==> src/rtl/divisor_count_and_sum_assert.svh <==
// Assertion macros shared by the divisor count and sum block.
`ifndef DIVISOR_COUNT_AND_SUM_ASSERT_SVH
`define DIVISOR_COUNT_AND_SUM_ASSERT_SVH
`ifndef SYNTH
// Same-cycle implication under synchronous reset.
`define DCS_ASSERT_IMPL(name, clk, rst, ante, cons) \
   name: assert property (@(posedge clk) disable iff (rst) (ante) |-> (cons)) \
      else $error("implication check failed");
// Next-cycle implication under synchronous reset.
`define DCS_ASSERT_NEXT(name, clk, rst, ante, cons) \
   name: assert property (@(posedge clk) disable iff (rst) (ante) |=> (cons)) \
      else $error("next-cycle check failed");
// Invariant under synchronous reset.
`define DCS_ASSERT_ALWAYS(name, clk, rst, expr) \
   name: assert property (@(posedge clk) disable iff (rst) (expr)) \
      else $error("invariant check failed");
`else
`define DCS_ASSERT_IMPL(name, clk, rst, ante, cons)
`define DCS_ASSERT_NEXT(name, clk, rst, ante, cons)
`define DCS_ASSERT_ALWAYS(name, clk, rst, expr)
`endif
`endif

==> src/rtl/dcs_pkg.sv <==
// Types and constants shared by the divisor count and sum block.
package dcs_pkg;

   localparam int COUNT_W = 11;
   localparam int SUM_W   = 36;
   localparam int EXP_W   = 6;

   // Commands from the controller to the datapath
   typedef struct packed {
      logic load;        // take a new item, reset accumulators
      logic trial_init;  // clear exponent, power and series for a new divisor
      logic div_start;   // divide residual by trial divisor
      logic divide_out;  // replace residual by quotient, bump exponent, power*p
      logic power_update;// take power product, add to series
      logic count_fold;  // fold exponent into count, start sum*series
      logic sum_update;  // take sum product
      logic advance;     // step to the next trial divisor
      logic tail_fold;   // fold leftover prime into count and sum
   } dcs_cmd_type;

   // Status from the datapath to the controller
   typedef struct packed {
      logic sq_le_res;
      logic div_done;
      logic rem_zero;
      logic mul_done;
      logic exp_nonzero;
      logic res_gt_one;
   } dcs_status_type;

endpackage

==> src/rtl/dcs_div.sv <==
// Radix-2 restoring divider, one quotient bit per cycle.
module dcs_div import dcs_pkg::*; #(
   parameter int N_BITS = 32
) (
   input  logic              clock,
   input  logic              reset,
   input  logic              start,
   input  logic [N_BITS-1:0] dividend,
   input  logic [N_BITS-1:0] divisor,
   output logic              busy,
   output logic              done,
   output logic [N_BITS-1:0] quotient,
   output logic [N_BITS-1:0] remainder
);

   localparam int CW = $clog2(N_BITS + 1);

   logic [N_BITS-1:0] rem_ff, rem_in;
   logic [N_BITS-1:0] quo_ff, quo_in;
   logic [N_BITS-1:0] dvs_ff, dvs_in;
   logic [CW-1:0]     cnt_ff, cnt_in;
   logic              run_ff, run_in;
   logic              done_ff, done_in;
   logic [N_BITS:0]   shifted;
   logic              ge;

   // Shift one dividend bit into the partial remainder and try a subtract
   always_comb begin
      shifted = {rem_ff, quo_ff[N_BITS-1]};
      ge      = shifted >= {1'b0, dvs_ff};
      rem_in  = rem_ff;
      quo_in  = quo_ff;
      dvs_in  = dvs_ff;
      cnt_in  = cnt_ff;
      run_in  = run_ff;
      done_in = 1'b0;
      if (start) begin
         rem_in = '0;
         quo_in = dividend;
         dvs_in = divisor;
         cnt_in = CW'(N_BITS);
         run_in = 1'b1;
      end else if (run_ff) begin
         rem_in = ge ? N_BITS'(shifted - {1'b0, dvs_ff}) : shifted[N_BITS-1:0];
         quo_in = {quo_ff[N_BITS-2:0], ge};
         cnt_in = cnt_ff - 1'b1;
         if (cnt_ff == CW'(1)) begin
            run_in  = 1'b0;
            done_in = 1'b1;
         end
      end
   end

   always_ff @(posedge clock) begin
      rem_ff <= rem_in;
      quo_ff <= quo_in;
      dvs_ff <= dvs_in;
      cnt_ff <= cnt_in;
      if (reset) begin
         run_ff  <= 1'b0;
         done_ff <= 1'b0;
      end else begin
         run_ff  <= run_in;
         done_ff <= done_in;
      end
   end

   assign busy      = run_ff;
   assign done      = done_ff;
   assign quotient  = quo_ff;
   assign remainder = rem_ff;

endmodule

==> src/rtl/dcs_mul.sv <==
// Shift-and-add multiplier modulo 2^SUM_W, one multiplier bit per cycle.
module dcs_mul import dcs_pkg::*; (
   input  logic             clock,
   input  logic             reset,
   input  logic             start,
   input  logic [SUM_W-1:0] op_a,
   input  logic [SUM_W-1:0] op_b,
   output logic             busy,
   output logic             done,
   output logic [SUM_W-1:0] product
);

   logic [SUM_W-1:0] a_ff, a_in;
   logic [SUM_W-1:0] b_ff, b_in;
   logic [SUM_W-1:0] acc_ff, acc_in;
   logic             run_ff, run_in;
   logic             done_ff, done_in;

   // Add the shifted multiplicand for each set multiplier bit; stop when none remain
   always_comb begin
      a_in    = a_ff;
      b_in    = b_ff;
      acc_in  = acc_ff;
      run_in  = run_ff;
      done_in = 1'b0;
      if (start) begin
         a_in   = op_a;
         b_in   = op_b;
         acc_in = '0;
         run_in = 1'b1;
      end else if (run_ff) begin
         if (b_ff == '0) begin
            run_in  = 1'b0;
            done_in = 1'b1;
         end else begin
            if (b_ff[0]) begin
               acc_in = acc_ff + a_ff;
            end
            a_in = {a_ff[SUM_W-2:0], 1'b0};
            b_in = {1'b0, b_ff[SUM_W-1:1]};
         end
      end
   end

   always_ff @(posedge clock) begin
      a_ff   <= a_in;
      b_ff   <= b_in;
      acc_ff <= acc_in;
      if (reset) begin
         run_ff  <= 1'b0;
         done_ff <= 1'b0;
      end else begin
         run_ff  <= run_in;
         done_ff <= done_in;
      end
   end

   assign busy    = run_ff;
   assign done    = done_ff;
   assign product = acc_ff;

endmodule

==> src/rtl/dcs_dp.sv <==
// Datapath: residual, trial divisor, accumulators, divider and multiplier.
`include "divisor_count_and_sum_assert.svh"
module dcs_dp import dcs_pkg::*; #(
   parameter int N_BITS = 32
) (
   input  logic               clock,
   input  logic               reset,
   input  dcs_cmd_type        cmd,
   input  logic [N_BITS-1:0]  number,
   output dcs_status_type     status,
   output logic [COUNT_W-1:0] divisor_count,
   output logic [SUM_W-1:0]   divisor_sum
);

   logic [N_BITS-1:0]        residual_ff, residual_in;
   logic [N_BITS-1:0]        trial_ff, trial_in;
   logic [N_BITS+1:0]        square_ff, square_in;
   logic [EXP_W-1:0]         exp_ff, exp_in;
   logic [COUNT_W-1:0]       count_ff, count_in;
   logic [SUM_W-1:0]         sum_ff, sum_in;
   logic [SUM_W-1:0]         power_ff, power_in;
   logic [SUM_W-1:0]         series_ff, series_in;

   logic [N_BITS+SUM_W-1:0]  trial_ext, residual_ext;
   logic [SUM_W-1:0]         tail_b;
   logic [EXP_W:0]           exp_inc;
   logic [COUNT_W+EXP_W:0]   count_prod;

   logic                     div_busy, div_done;
   logic [N_BITS-1:0]        quotient, remainder;
   logic                     mul_start, mul_busy, mul_done;
   logic [SUM_W-1:0]         mul_a, mul_b, product;

   // Low SUM_W bits of the divisor and residual feed the modular multiplier
   assign trial_ext    = {{SUM_W{1'b0}}, trial_ff};
   assign residual_ext = {{SUM_W{1'b0}}, residual_ff};
   assign tail_b       = residual_ext[SUM_W-1:0] + 1'b1;
   assign exp_inc      = {1'b0, exp_ff} + 1'b1;
   assign count_prod   = count_ff * exp_inc;

   // Select multiplier operands by command
   assign mul_start = cmd.divide_out | cmd.count_fold | cmd.tail_fold;
   assign mul_a     = cmd.divide_out ? power_ff : sum_ff;
   assign mul_b     = cmd.divide_out ? trial_ext[SUM_W-1:0] :
                      (cmd.tail_fold ? tail_b : series_ff);

   dcs_div #(.N_BITS(N_BITS)) u_div (
      .clock     (clock),
      .reset     (reset),
      .start     (cmd.div_start),
      .dividend  (residual_ff),
      .divisor   (trial_ff),
      .busy      (div_busy),
      .done      (div_done),
      .quotient  (quotient),
      .remainder (remainder)
   );

   dcs_mul u_mul (
      .clock   (clock),
      .reset   (reset),
      .start   (mul_start),
      .op_a    (mul_a),
      .op_b    (mul_b),
      .busy    (mul_busy),
      .done    (mul_done),
      .product (product)
   );

   // Next values of the working registers
   always_comb begin
      residual_in = residual_ff;
      trial_in    = trial_ff;
      square_in   = square_ff;
      exp_in      = exp_ff;
      count_in    = count_ff;
      sum_in      = sum_ff;
      power_in    = power_ff;
      series_in   = series_ff;
      if (cmd.load) begin
         residual_in = number;
         trial_in    = N_BITS'(2);
         square_in   = (N_BITS+2)'(4);
         count_in    = COUNT_W'(1);
         sum_in      = SUM_W'(1);
      end
      if (cmd.trial_init) begin
         exp_in    = '0;
         power_in  = SUM_W'(1);
         series_in = SUM_W'(1);
      end
      if (cmd.divide_out) begin
         residual_in = quotient;
         exp_in      = exp_ff + 1'b1;
      end
      if (cmd.power_update) begin
         power_in  = product;
         series_in = series_ff + product;
      end
      if (cmd.count_fold) begin
         count_in = count_prod[COUNT_W-1:0];
      end
      if (cmd.tail_fold) begin
         count_in = {count_ff[COUNT_W-2:0], 1'b0};
      end
      if (cmd.sum_update) begin
         sum_in = product;
      end
      // (d+1)^2 = d^2 + 2d + 1
      if (cmd.advance) begin
         trial_in  = trial_ff + 1'b1;
         square_in = square_ff + {1'b0, trial_ff, 1'b1};
      end
   end

   always_ff @(posedge clock) begin
      residual_ff <= residual_in;
      trial_ff    <= trial_in;
      square_ff   <= square_in;
      exp_ff      <= exp_in;
      count_ff    <= count_in;
      sum_ff      <= sum_in;
      power_ff    <= power_in;
      series_ff   <= series_in;
   end

   // Report to the controller
   assign status.sq_le_res   = square_ff <= {2'b00, residual_ff};
   assign status.div_done    = div_done;
   assign status.rem_zero    = remainder == '0;
   assign status.mul_done    = mul_done;
   assign status.exp_nonzero = exp_ff != '0;
   assign status.res_gt_one  = residual_ff > N_BITS'(1);

   assign divisor_count = count_ff;
   assign divisor_sum   = sum_ff;

   `DCS_ASSERT_IMPL(a_div_not_restarted, clock, reset, cmd.div_start, !div_busy)
   `DCS_ASSERT_IMPL(a_mul_not_restarted, clock, reset, mul_start, !mul_busy)
   `DCS_ASSERT_NEXT(a_trial_from_two, clock, reset, cmd.load, trial_ff == N_BITS'(2))

endmodule

==> src/rtl/dcs_ctrl.sv <==
// Controller: sequences trial division and prime folding for one item.
`include "divisor_count_and_sum_assert.svh"
module dcs_ctrl import dcs_pkg::*; (
   input  logic           clock,
   input  logic           reset,
   input  logic           start,
   input  dcs_status_type status,
   output dcs_cmd_type    cmd,
   output logic           busy,
   output logic           rsp_valid
);

   typedef enum logic [3:0] {
      IDLE,
      CHECK,
      DIV,
      MUL_POW,
      FOLD,
      MUL_SUM,
      TAIL,
      MUL_TAIL,
      DONE
   } state_type;

   state_type state_ff, state_in;
   logic      busy_ff, valid_ff;

   // Next state and commands
   always_comb begin
      state_in = state_ff;
      cmd      = '0;
      case (state_ff)
         IDLE: begin
            if (start) begin
               cmd.load = 1'b1;
               state_in = CHECK;
            end
         end
         CHECK: begin
            if (status.sq_le_res) begin
               cmd.trial_init = 1'b1;
               cmd.div_start  = 1'b1;
               state_in       = DIV;
            end else begin
               state_in = TAIL;
            end
         end
         DIV: begin
            if (status.div_done) begin
               if (status.rem_zero) begin
                  cmd.divide_out = 1'b1;
                  state_in       = MUL_POW;
               end else begin
                  state_in = FOLD;
               end
            end
         end
         MUL_POW: begin
            if (status.mul_done) begin
               cmd.power_update = 1'b1;
               cmd.div_start    = 1'b1;
               state_in         = DIV;
            end
         end
         FOLD: begin
            if (status.exp_nonzero) begin
               cmd.count_fold = 1'b1;
               state_in       = MUL_SUM;
            end else begin
               cmd.advance = 1'b1;
               state_in    = CHECK;
            end
         end
         MUL_SUM: begin
            if (status.mul_done) begin
               cmd.sum_update = 1'b1;
               cmd.advance    = 1'b1;
               state_in       = CHECK;
            end
         end
         TAIL: begin
            if (status.res_gt_one) begin
               cmd.tail_fold = 1'b1;
               state_in      = MUL_TAIL;
            end else begin
               state_in = DONE;
            end
         end
         MUL_TAIL: begin
            if (status.mul_done) begin
               cmd.sum_update = 1'b1;
               state_in       = DONE;
            end
         end
         DONE: begin
            state_in = IDLE;
         end
         default: begin
            state_in = IDLE;
         end
      endcase
   end

   // Hold state and registered handshake outputs
   always_ff @(posedge clock) begin
      if (reset) begin
         state_ff <= IDLE;
         busy_ff  <= 1'b0;
         valid_ff <= 1'b0;
      end else begin
         state_ff <= state_in;
         busy_ff  <= state_in != IDLE;
         valid_ff <= state_in == DONE;
      end
   end

   assign busy      = busy_ff;
   assign rsp_valid = valid_ff;

   `DCS_ASSERT_IMPL(a_valid_while_busy, clock, reset, valid_ff, busy_ff)
   `DCS_ASSERT_NEXT(a_valid_one_cycle, clock, reset, valid_ff, !valid_ff && !busy_ff)
   `DCS_ASSERT_NEXT(a_accept_sets_busy, clock, reset, start && !busy_ff, busy_ff && !valid_ff)

endmodule

==> src/rtl/divisor_count_and_sum.sv <==
// Divisor count and divisor sum of one unsigned number by trial division.
// Work: one division per trial divisor d while d*d <= cofactor, plus one more division
// and one multiply by d per factor divided out, and one multiply per prime folded.
// The shared radix-2 divider dominates the run time.
// One item at a time; busy stays high from acceptance through the result strobe.
// Synchronous reset returns to idle; the receiver cannot stall, rsp_valid lasts one cycle.
module divisor_count_and_sum import dcs_pkg::*; #(
   parameter int N_BITS = 32
) (
   input  logic               clock,
   input  logic               reset,
   input  logic               start,
   output logic               busy,
   input  logic [N_BITS-1:0]  req_number,
   output logic               rsp_valid,
   output logic [COUNT_W-1:0] rsp_divisor_count,
   output logic [SUM_W-1:0]   rsp_divisor_sum
);

   dcs_cmd_type    cmd;
   dcs_status_type status;
   logic           busy_int;
   logic           accept;

   // Take an item only from idle
   assign accept = start & ~busy_int;
   assign busy   = busy_int;

   dcs_ctrl u_ctrl (
      .clock     (clock),
      .reset     (reset),
      .start     (accept),
      .status    (status),
      .cmd       (cmd),
      .busy      (busy_int),
      .rsp_valid (rsp_valid)
   );

   dcs_dp #(.N_BITS(N_BITS)) u_dp (
      .clock         (clock),
      .reset         (reset),
      .cmd           (cmd),
      .number        (req_number),
      .status        (status),
      .divisor_count (rsp_divisor_count),
      .divisor_sum   (rsp_divisor_sum)
   );

endmodule
==> config.mk <==
export PLATFORM = sky130hd
export DESIGN_NAME = divisor_count_and_sum
export DESIGN_NICKNAME = d
export VERILOG_FILES = /design/src/rtl/dcs_pkg.sv /design/src/rtl/dcs_div.sv /design/src/rtl/dcs_mul.sv /design/src/rtl/dcs_dp.sv /design/src/rtl/dcs_ctrl.sv /design/src/rtl/divisor_count_and_sum.sv
export VERILOG_INCLUDE_DIRS = /design/src /design/src/rtl
export SDC_FILE = /design/constraint.sdc
export NUM_CORES = 1
export LEC_CHECK = 0
export ABC_AREA = 1
export BUFFER_PORTS_ARGS = -buffer_cell sky130_fd_sc_hd__buf_4
export CORE_UTILIZATION = 40
export DETAILED_ROUTE_END_ITERATION = 8
export GPL_ROUTABILITY_DRIVEN = 0
export SYNTH_ARGS = -nofsm -noshare
export SYNTH_HDL_FRONTEND = slang
export SYNTH_SLANG_ARGS = --single-unit
export TNS_END_PERCENT = 1
==> constraint.sdc <==
create_clock -name clock -period 5.5 [get_ports clock]
set_clock_uncertainty 0.05 [all_clocks]
set_input_delay 1.1 -clock clock [delete_from_list [all_inputs] [get_ports clock]]
set_output_delay 1.1 -clock clock [all_outputs]
set_load 0.01 [all_outputs]
Yosys cells after proc, flatten, opt, wreduce, memory -nomap -nowiden
Cells that the tools add are included.

Input bits: 35. Bits in latches: 0. Bits in registers: 443. Word-level logic and storage cells: 135. Memories kept: 0. RAM bits: 0. Memory bits (read-only): 0.

Multiply operators: 1. Bitwise gates (word level): 7. Equal/unequal tests: 10. $lt $le $gt $ge: 3. Mux-type cells: 64. Reduce and logical (&&, ||, !) cells: 18. Shift operators: 0. Divide/modulo/power cells: 0. $add $sub $neg: 9.

Operators by type and width (number): $mux W36 (14); $mux W32 (7); $add A36 B36 Y36 (2); $mux W34 (2); $logic_not A36 Y1 (1); $add A34 B33 Y34 (1); $le A34 B32 Y1 (1); $add A32 B1 Y33 const B (1); $ge A33 B32 Y1 (1); $mux W11 (3); $add A32 B1 Y32 const B (1); $gt A32 B1 Y1 const B (1); $logic_not A32 Y1 (1); $pmux W4 S8 (1); $sub A32 B32 Y32 (1); $mux W4 (6); $mux W1 (21); $eq A4 B3 Y1 const B (4); $reduce_bool A2 Y1 (8); $mux W6 (2); $mul A11 B7 Y11 (1); $mux W3 (3); $eq A4 B2 Y1 const B (2); $add A6 B1 Y7 const B (1); other kinds (18) (26).

Depth between registers and ports, before layout
Gate-level depths: netlist of the first run.

Word-level depth: 8. Mapped depth: 24. Depth with buffers taken out: 24.

Cells and area by module
Synthesis of the first run repeated with hierarchy kept, for this count alone.

Cells, all modules: 4463. Area, all modules: 32162.1 sq um.

By module, submodules not included: dcs_dp (instances 1, seq. area each 6686.4 sq um, cells each 2386, area an instance 17770.8 sq um); dcs_mul (instances 1, seq. area each 2922.8 sq um, cells each 1004, area an instance 7099.3 sq um); dcs_div (instances 1, seq. area each 2722.6 sq um, cells each 992, area an instance 6834.1 sq um); dcs_ctrl (instances 1, seq. area each 120.1 sq um, cells each 79, area an instance 447.9 sq um); divisor_count_and_sum (instances 1, seq. area each 0.0 sq um, cells each 2, area an instance 10.0 sq um).

Worst setup path after synthesis of the first run
No wires, ideal clock.

Path type: register to register. Start point: register u_dp.exp_ff[0]. End point: register u_dp.count_ff[8], in the netlist u_dp.divisor_count[8], data pin. Slack: 750 ps. Cell stages (with the launch flop): 21. Library setup time: 263 ps. Clock period less this slack: 4750 ps. Arrival: 4437 ps. Cell sequence: edfxtp_1 buf_2 clkinv_1 ha_1 clkbuf_1 nand2_1 inv_1 fa_1 inv_1 fa_1 inv_1 fa_1 inv_1 fa_1 inv_1 ha_1 nand2_1 a21oi_1 or2_2 o21ai_0 o21ai_0.

Elaborated cells between the ends (all ways): 7. Classes of those cells: add/sub (1); mul (1); mux (4); reduce/logical (1).

RTL lines: start, declared (line dcs_dp.sv:18) `logic [EXP_W-1:0] exp_ff, exp_in;`; start signal, assigned (line dcs_dp.sv:120) `exp_ff <= exp_in;`; $add A6 B1 Y7 (line dcs_dp.sv:38) `assign exp_inc = {1'b0, exp_ff} + 1'b1;`; via u_dp.exp_inc[0] (line dcs_dp.sv:26) `logic [EXP_W:0] exp_inc;`; $mul A11 B7 Y11 (line dcs_dp.sv:39) `assign count_prod = count_ff * exp_inc;`; $mux W11 (line dcs_dp.sv:100) `if (cmd.count_fold) begin`; $mux W11 (line dcs_dp.sv:103) `if (cmd.tail_fold) begin`; via u_dp.count_in[8] (line dcs_dp.sv:19) `logic [COUNT_W-1:0] count_ff, count_in;`; end signal, assigned (line dcs_dp.sv:121) `count_ff <= count_in;`; end, declared (line dcs_dp.sv:19).

The timed path passes the listed nets, and every way through them passes these cells. A chain may end at the register's enable or synchronous reset.

Worst setup path in the final report of the first run
Start point: register u_dp.exp_ff[0]. End point: register u_dp.count_ff[10], in the netlist u_dp.divisor_count[10], data pin.

Cells in the longest elaborated chain, start to end: 5. Elaborated cells between the ends (all ways): 7. Classes of those cells: add/sub (1); mul (1); mux (4); reduce/logical (1).

Ends and longest elaborated chain (line): branches (longest 3 deep; another with $mul A11 B7 Y11); $mux W11 * (dcs_dp.sv:100); $mux W11 * (dcs_dp.sv:103); via u_dp.count_in[10] (dcs_dp.sv:19).

Mark *: on every way through the listed nets, which the timed path passes.

==> impl_metrics.json, run 1 <==
{
  "status": "complete, no violations",
  "maximum_ir_drop_on_the_vdd_rail_uv": 377.1,
  "synthesis.instances": 4284,
  "gr-usage-all-layers": 0.2376,
  "cp_slowest_cell": "sky130_fd_sc_hd__edfxtp_1",
  "numClockSinks": 443,
  "worst_setup_path_end_kind": "flip-flop",
  "cp_cell_sequence": "ha_1 > nand2_1 > inv_1 > nor2_1 > inv_1 > nor2_1 > fa_1 > fa_1 > fa_1 > inv_1 > fa_1 > inv_1 > ha_1 > a21oi_1 > o21ai_0 > a31oi_1 > nand3_1 > nand3_1 > nand2_1",
  "post_synth_instance_area_um2": 31770,
  "yosys-top-cells-count": "sky130_fd_sc_hd__nand2_1, sky130_fd_sc_hd__inv_1, sky130_fd_sc_hd__nor2_1",
  "max_capacitance_violation_total": 0,
  "setup_ws_ps": 407.9,
  "number_of_distinct_library_cells_after_synthesis": 52,
  "via_count": 28722,
  "fmax_achieved_mhz": 196.4,
  "syn-mean-instance-area_um2": 7.416,
  "post-synth-top-count-cell": "sky130_fd_sc_hd__nand2_1",
  "yosysTopAreaCell": "sky130_fd_sc_hd__edfxtp_1",
  "grt_first_pass_wirelength_mm": 151.4,
  "final.hold.worst_slack_ps": 438.7,
  "route.final.wire_length_mm": 97.81,
  "finalMaxSlewViolations": 0,
  "fp.dieH_um": 283.8,
  "initial_antenna_violation_count": 1,
  "cpPeakStageDelay_ps": 550,
  "critical_path.reg2reg.endpoint": "u_dp.divisor_count[10]",
  "critPathMaxFanout": 9,
  "holdCritPathClass": "flip-flop to flip-flop",
  "timing.critical_path.required_ps": 5790,
  "synth.top_cells.by_area": "sky130_fd_sc_hd__edfxtp_1, sky130_fd_sc_hd__nand2_1, sky130_fd_sc_hd__ha_1",
  "nNetsFinal": 4600,
  "antenna_diode_instance_count": 0,
  "multi_input_combinational_cell_area_um2": 16360,
  "fraction_of_synthesized_cell_area_in_xor_and_xnor_cells": 0.02426,
  "sequential_element_share_of_the_synthesized_area": 0.3919,
  "die_x_um": 283.8,
  "gr-total-overflow": 0,
  "number_of_flops_mapped_to_enable_cells_by_yosys": 358,
  "die-area_um2": 80560,
  "min_period_over_period": 0.9258,
  "layoutNonFillerInstCount": 5425,
  "yosys.area_share.adder": 0.09475,
  "cts_max_level": 2,
  "share_of_synthesized_area_spent_on_multiplexers": 0,
  "grt_pass1_vias": 26499,
  "effective_utilization_at_floorplan": 0.4074,
  "post-place-ws_ps": 407.5,
  "largest_family_of_logic_cells_by_synthesized_area": "simple AND/OR/NAND/NOR gates",
  "asyncSetResetFlopFracSynth": 0,
  "area.sequential_um2": 12450,
  "slew_of_the_pin_with_the_lowest_slew_margin_ps": 1104,
  "tritoncts.num_buffers": 53,
  "antenna_left": 0,
  "cts_repair_resize_count": 0,
  "fin_tns_setup_ps": 0,
  "design.portCount": 84,
  "cts.hold.buffers_added": 0,
  "cts_tree": "done",
  "powerDensity_nw_per_um2": 594.7,
  "total_leakage_power_nw": 15.71,
  "drive_above_1_share": 0.05975,
  "grt_start_max_net_pins": 124,
  "wl_per_cell_um": 18.03,
  "finalHoldViolCount": 0,
  "min_to": "u_dp.u_div.cnt_ff[1]",
  "hold_start": "u_dp.u_div.cnt_ff[1]",
  "synth_ff_type": "sky130_fd_sc_hd__edfxtp_1",
  "port-buffer-count": 83,
  "grt_setup_unrepaired": "no",
  "syn_nets": 4541,
  "insertion_delay_ps": 610,
  "arrival_ps": 5390,
  "synth_top_area_share": 0.3384,
  "synth_warnings": 0,
  "dp.final_hpwl_mm": 75.06,
  "setup_viol": 0,
  "place_inst": 5328,
  "via_per_inst": 5.294,
  "worst_setup_path_start_kind": "flip-flop",
  "first_iter_violations": 2664,
  "core_area_um2": 77980,
  "area_delta_synth_final_pct": 10.65,
  "number_of_cell_rows": 102,
  "crit-reg2reg-launch": "u_dp.exp_ff[0]",
  "fillerInstances": 7915,
  "finalCriticalPeriod_ps": 5092,
  "drcViolationCount": 0,
  "worst-setup-path-type": "flip-flop to flip-flop",
  "worst-r2r-cell-count": 19,
  "whs_path_depth": 2,
  "relSlewSlack": 0.2632,
  "synth-compound-area-share": 0.1248,
  "cts_root_buffer": "sky130_fd_sc_hd__clkbuf_16",
  "ctsLongestPathBuffers": 3,
  "post_cts.repair.setup_buffers": 0,
  "drt-pass1-iter-count": 6,
  "synth_simple_gate_area_frac": 0.2702,
  "timing.reg2reg.setup_slack_ps": 410,
  "worst_setup_hold_path_clk_slew_ps": 70,
  "yosys_register_bits": 443
}
==> stage by stage <==
step                      instance area [µm²]  power [mW]    util
after CTS                               35150       20.84  0.4508
after global placement                  33370       17.01  0.4280
after global routing                    35150       22.63  0.4508
after detailed placement                33370       17.13  0.4280
final                                   35150       20.90  0.4508
after floorplan                         31770       13.92       -
==> layout by cell type (no fill, tap or decap), drive strengths merged, types with 4 or more instances in the layout <==
master  count
nand2    1120
inv       651
nor2      532
edfxtp    358
a21oi     297
o21ai     265
nand3     246
ha        191
buf       107
dfxtp      85
nor3       72
clkbuf     68
nand4      58
xor2       54
a31oi      54
xnor2      34
fa         31
o21bai     21
clkinv     19
o211ai     17
o21a       16
a21o       12
or2        12
and2       11
nand3b     11
o22ai       7
bufinv      7
nor3b       7
nor4        6
a21boi      5
and3        4
==> critical path: cells and delay by family, from the launching register on <==
kind | cells | cell delay (ps)
AO/OA/AOI/OAI | 3 | 480
adder cells (fa/ha/maj) | 6 | 2630
buffers and inverters | 4 | 380
flip-flops | 1 | 550
AND/OR/NAND/NOR | 6 | 750
==> how the worst max path moves through the flow <==
stage              startpoint                     end  slack (ps)  cells after the start
4_1_cts        u_dp.exp_ff[0]  u_dp.divisor_count[10]         400                     19
3_3_place_gp   u_dp.exp_ff[0]  u_dp.divisor_count[10]         540                     19
3_5_place_dp   u_dp.exp_ff[0]  u_dp.divisor_count[10]         410                     19
5_1_grt        u_dp.exp_ff[0]  u_dp.divisor_count[10]          50                     19
2_1_floorplan  u_dp.exp_ff[0]   u_dp.divisor_count[8]         750                     20
6_report       u_dp.exp_ff[0]  u_dp.divisor_count[10]         410                     19
==> cell families after synthesis <==
family,after synthesis
adders and majority gates,222
xor gates and xnor gates,88
and+or+nand+nor,2080
buffers and inverters,751
DFF,443
AOI/OAI and AO/OA,700
==> layer usage <==
layer	global-route usage	part of all wire	vias up
li1	-	-	14233
met1	0.3507	0.47	13461
met2	0.3660	0.43	904
met3	0.03127	0.075	122
met4	0.05527	0.024	2
met5	0	0.00013	-
==> layout make-up <==
type                    instances  share of cell area
well taps                    1040             0.03702
multi-input cells            3090              0.4655
flip-flops and latches        443              0.3542
clock inverters                29             0.01018
clock buffers                  68             0.04051
repair buffers                107             0.02321
inverters                     648             0.06941
==> flip-flops by register name, indices dropped and copies added, names as in the netlist <==
signal                flops
u_dp.u_mul.a_ff          36
u_dp.divisor_count       11
u_dp.u_div.busy           1
u_dp.u_mul.b_ff          36
u_dp.exp_ff               6
u_dp.u_div.quotient      32
u_ctrl.state_ff           4
u_dp.square_ff           34
u_dp.u_div.dvs_ff        32
u_dp.u_mul.done           1
u_dp.u_div.done           1
u_ctrl.rsp_valid          1
u_dp.u_div.remainder     32
u_dp.residual_ff         32
u_dp.divisor_sum         36
u_dp.series_ff           36
u_dp.u_mul.busy           1
u_dp.trial_ff            32
u_dp.u_mul.product       36
u_ctrl.busy               1
u_dp.u_div.cnt_ff         6
u_dp.power_ff            36
==> where the power goes <==
part	leakage (nW)	total [mW]	switching (mW)	internal, mW
logic	10.8	11.0	7.26	3.70
clock network	0.869	3.65	1.48	2.17
registers	4.02	6.30	1.17	5.13
total	15.7	20.9	9.92	11.0
Power figures use the tool's default switching activity.
==> run 2: changes to the inputs <==
--- a/config.mk
+++ b/config.mk
@@ -8,9 +8,12 @@
 export LEC_CHECK = 0
 export ABC_AREA = 1
 export BUFFER_PORTS_ARGS = -buffer_cell sky130_fd_sc_hd__buf_4
-export CORE_UTILIZATION = 40
+export CELL_PAD_IN_SITES_DETAIL_PLACEMENT = 1
+export CELL_PAD_IN_SITES_GLOBAL_PLACEMENT = 2
+export CORE_UTILIZATION = 38
 export DETAILED_ROUTE_END_ITERATION = 8
 export GPL_ROUTABILITY_DRIVEN = 0
+export PLACE_DENSITY_LB_ADDON = 0.1
 export SYNTH_ARGS = -nofsm -noshare
 export SYNTH_HDL_FRONTEND = slang
 export SYNTH_SLANG_ARGS = --single-unit
==> impl_metrics.json, run 2 (synthesis results as in run 1) <==
{
  "worst-r2r-cell-count": 20,
  "port-buffer-count": 83,
  "setup_viol": 0,
  "worst_setup_hold_path_clk_slew_ps": 60,
  "detailroute.wirelength.met3_mm": 6.147,
  "antenna_left": 0,
  "maximum_ir_drop_on_the_vdd_rail_uv": 344.5,
  "holdCritPathClass": "flip-flop to flip-flop",
  "initial_antenna_violation_count": 0,
  "drcViolationCount": 0,
  "nNetsFinal": 4610,
  "drt-pass1-iter-count": 5,
  "place_inst": 5365,
  "relSlewSlack": 0.3408,
  "finalHoldViolCount": 0,
  "slew_of_the_pin_with_the_lowest_slew_margin_ps": 987.7,
  "gr-usage-all-layers": 0.2712,
  "powerDensity_nw_per_um2": 614.2,
  "first_iter_violations": 1752,
  "status": "complete, no violations",
  "total_leakage_power_nw": 15.76,
  "route.final.wire_length_mm": 116.2,
  "max_capacitance_violation_total": 0,
  "finalMaxSlewViolations": 0,
  "ctsLongestPathBuffers": 3,
  "die_x_um": 291.1,
  "worst-setup-path-type": "flip-flop to flip-flop",
  "timing.critical_path.required_ps": 5790,
  "min_period_over_period": 0.8946,
  "fillerInstances": 10263,
  "grt_setup_unrepaired": "no",
  "insertion_delay_ps": 640,
  "via_per_inst": 5.310,
  "grt_pass1_vias": 29161,
  "grt_first_pass_wirelength_mm": 175.9,
  "design.portCount": 84,
  "route.layer.met1.wl_mm": 57.76,
  "layoutNonFillerInstCount": 5466,
  "critPathMaxFanout": 6,
  "dp.final_hpwl_mm": 92.32,
  "tritoncts.num_buffers": 54,
  "arrival_ps": 5210,
  "worst_setup_path_end_kind": "flip-flop",
  "via_count": 29023,
  "grt_start_max_net_pins": 118,
  "area_delta_synth_final_pct": 11.03,
  "fin_tns_setup_ps": 0,
  "cts_root_buffer": "sky130_fd_sc_hd__clkbuf_16",
  "fmax_achieved_mhz": 203.2,
  "met2RoutedLength_mm": 49.54,
  "number_of_cell_rows": 105,
  "wl_per_cell_um": 21.26,
  "cts_max_level": 2,
  "drive_above_1_share": 0.06256,
  "most-common-layout-cells": "sky130_fd_sc_hd__nand2_1, sky130_fd_sc_hd__inv_1, sky130_fd_sc_hd__nor2_1, sky130_fd_sc_hd__edfxtp_1, sky130_fd_sc_hd__a21oi_1",
  "die-area_um2": 84770,
  "core_area_um2": 82370,
  "effective_utilization_at_floorplan": 0.3857,
  "cts_tree": "done",
  "layout_commonest_cell": "sky130_fd_sc_hd__nand2_1",
  "finalCriticalPeriod_ps": 4920,
  "numClockSinks": 443,
  "highest_layer": "met4",
  "fp.dieH_um": 291.1,
  "whs_path_depth": 2,
  "antenna_diode_instance_count": 0,
  "gr-total-overflow": 0,
  "worst_setup_path_start_kind": "flip-flop"
}
==> run 2: changes by cell type in the layout (fill, tap and decap cells not counted), sizes merged <==
cell and change:
inv -6, clkinvlp +4, buf +9, clkbuf +2, clkinv +3, bufinv -1
==> run 2: where the power goes <==
group	switching, mW	internal [mW]
sequential	1.16	5.12
clock	1.52	2.17
combinational	7.93	3.76
total	10.6	11.1
==> run 2: critical path: stages, from the launching register on <==
cell,delay [ps]
sky130_fd_sc_hd__edfxtp_1,450
sky130_fd_sc_hd__ha_1,250
sky130_fd_sc_hd__nand2_1,80
sky130_fd_sc_hd__inv_1,50
sky130_fd_sc_hd__nand2_1,90
sky130_fd_sc_hd__nand2_1,190
sky130_fd_sc_hd__inv_1,130
sky130_fd_sc_hd__nand2_1,80
sky130_fd_sc_hd__fa_1,480
sky130_fd_sc_hd__fa_1,550
sky130_fd_sc_hd__inv_1,60
sky130_fd_sc_hd__fa_1,530
sky130_fd_sc_hd__inv_1,50
sky130_fd_sc_hd__fa_1,530
sky130_fd_sc_hd__inv_1,40
sky130_fd_sc_hd__ha_1,350
sky130_fd_sc_hd__nand2_1,110
sky130_fd_sc_hd__a21oi_1,60
sky130_fd_sc_hd__or2_2,280
sky130_fd_sc_hd__o21ai_0,130
sky130_fd_sc_hd__o21ai_0,90
==> run 2: what timing repair did <==
action / CTS / global route
resized for setup: 0 / 0
endpoints found under the hold margin: 0 / 0
endpoints found under the setup margin: 0 / 1
buffers inserted: 0 / 2
hold buffers: 0 / 0
==> run 2: path summary, 6_finish.rpt <==
kind | from | to | slack [ps]
max | u_dp.exp_ff[0] | u_dp.divisor_count[8] | 580
min | u_dp.u_div.remainder[23] | u_dp.u_div.remainder[23] | 440
max reg2reg | u_dp.exp_ff[0] | u_dp.divisor_count[8] | 580
min reg2reg | u_dp.u_div.remainder[23] | u_dp.u_div.remainder[23] | 440
==> run 2: area by class of cell <==
cell class              instances  area, µm²  area share
clock buffers                  70       1474     0.04178
inverters                     648       2440     0.06916
repair buffers                116      883.3     0.02504
well taps                    1070       1339     0.03795
multi-input cells            3090      16360      0.4638
flip-flops and latches        443      12450      0.3530
clock inverters                29      326.6    0.009257
==> run 2: layer usage <==
metal  GRT usage  vias up
li1            -    14193
met1      0.3977    14148
met2      0.4114      561
met5           0        -
met3     0.04360      121
met4     0.07007        0
==> run 2: stage by stage <==
step / util / setup slack [ps] / hold slack [ps] / area [µm²] / power (mW)
finish: 0.4283 / 579.8 / 438.1 / 35280 / 21.67
global route: 0.4283 / 188.0 / 447.0 / 35280 / 23.40
CTS: 0.4281 / 414.0 / 436.2 / 35260 / 21.71
detailed placement: 0.4062 / 427.4 / 431.7 / 33460 / 17.91
global placement: 0.4062 / 526.7 / 426.0 / 33460 / 17.75
floorplan: - / 749.9 / 399.0 / 31770 / 13.92
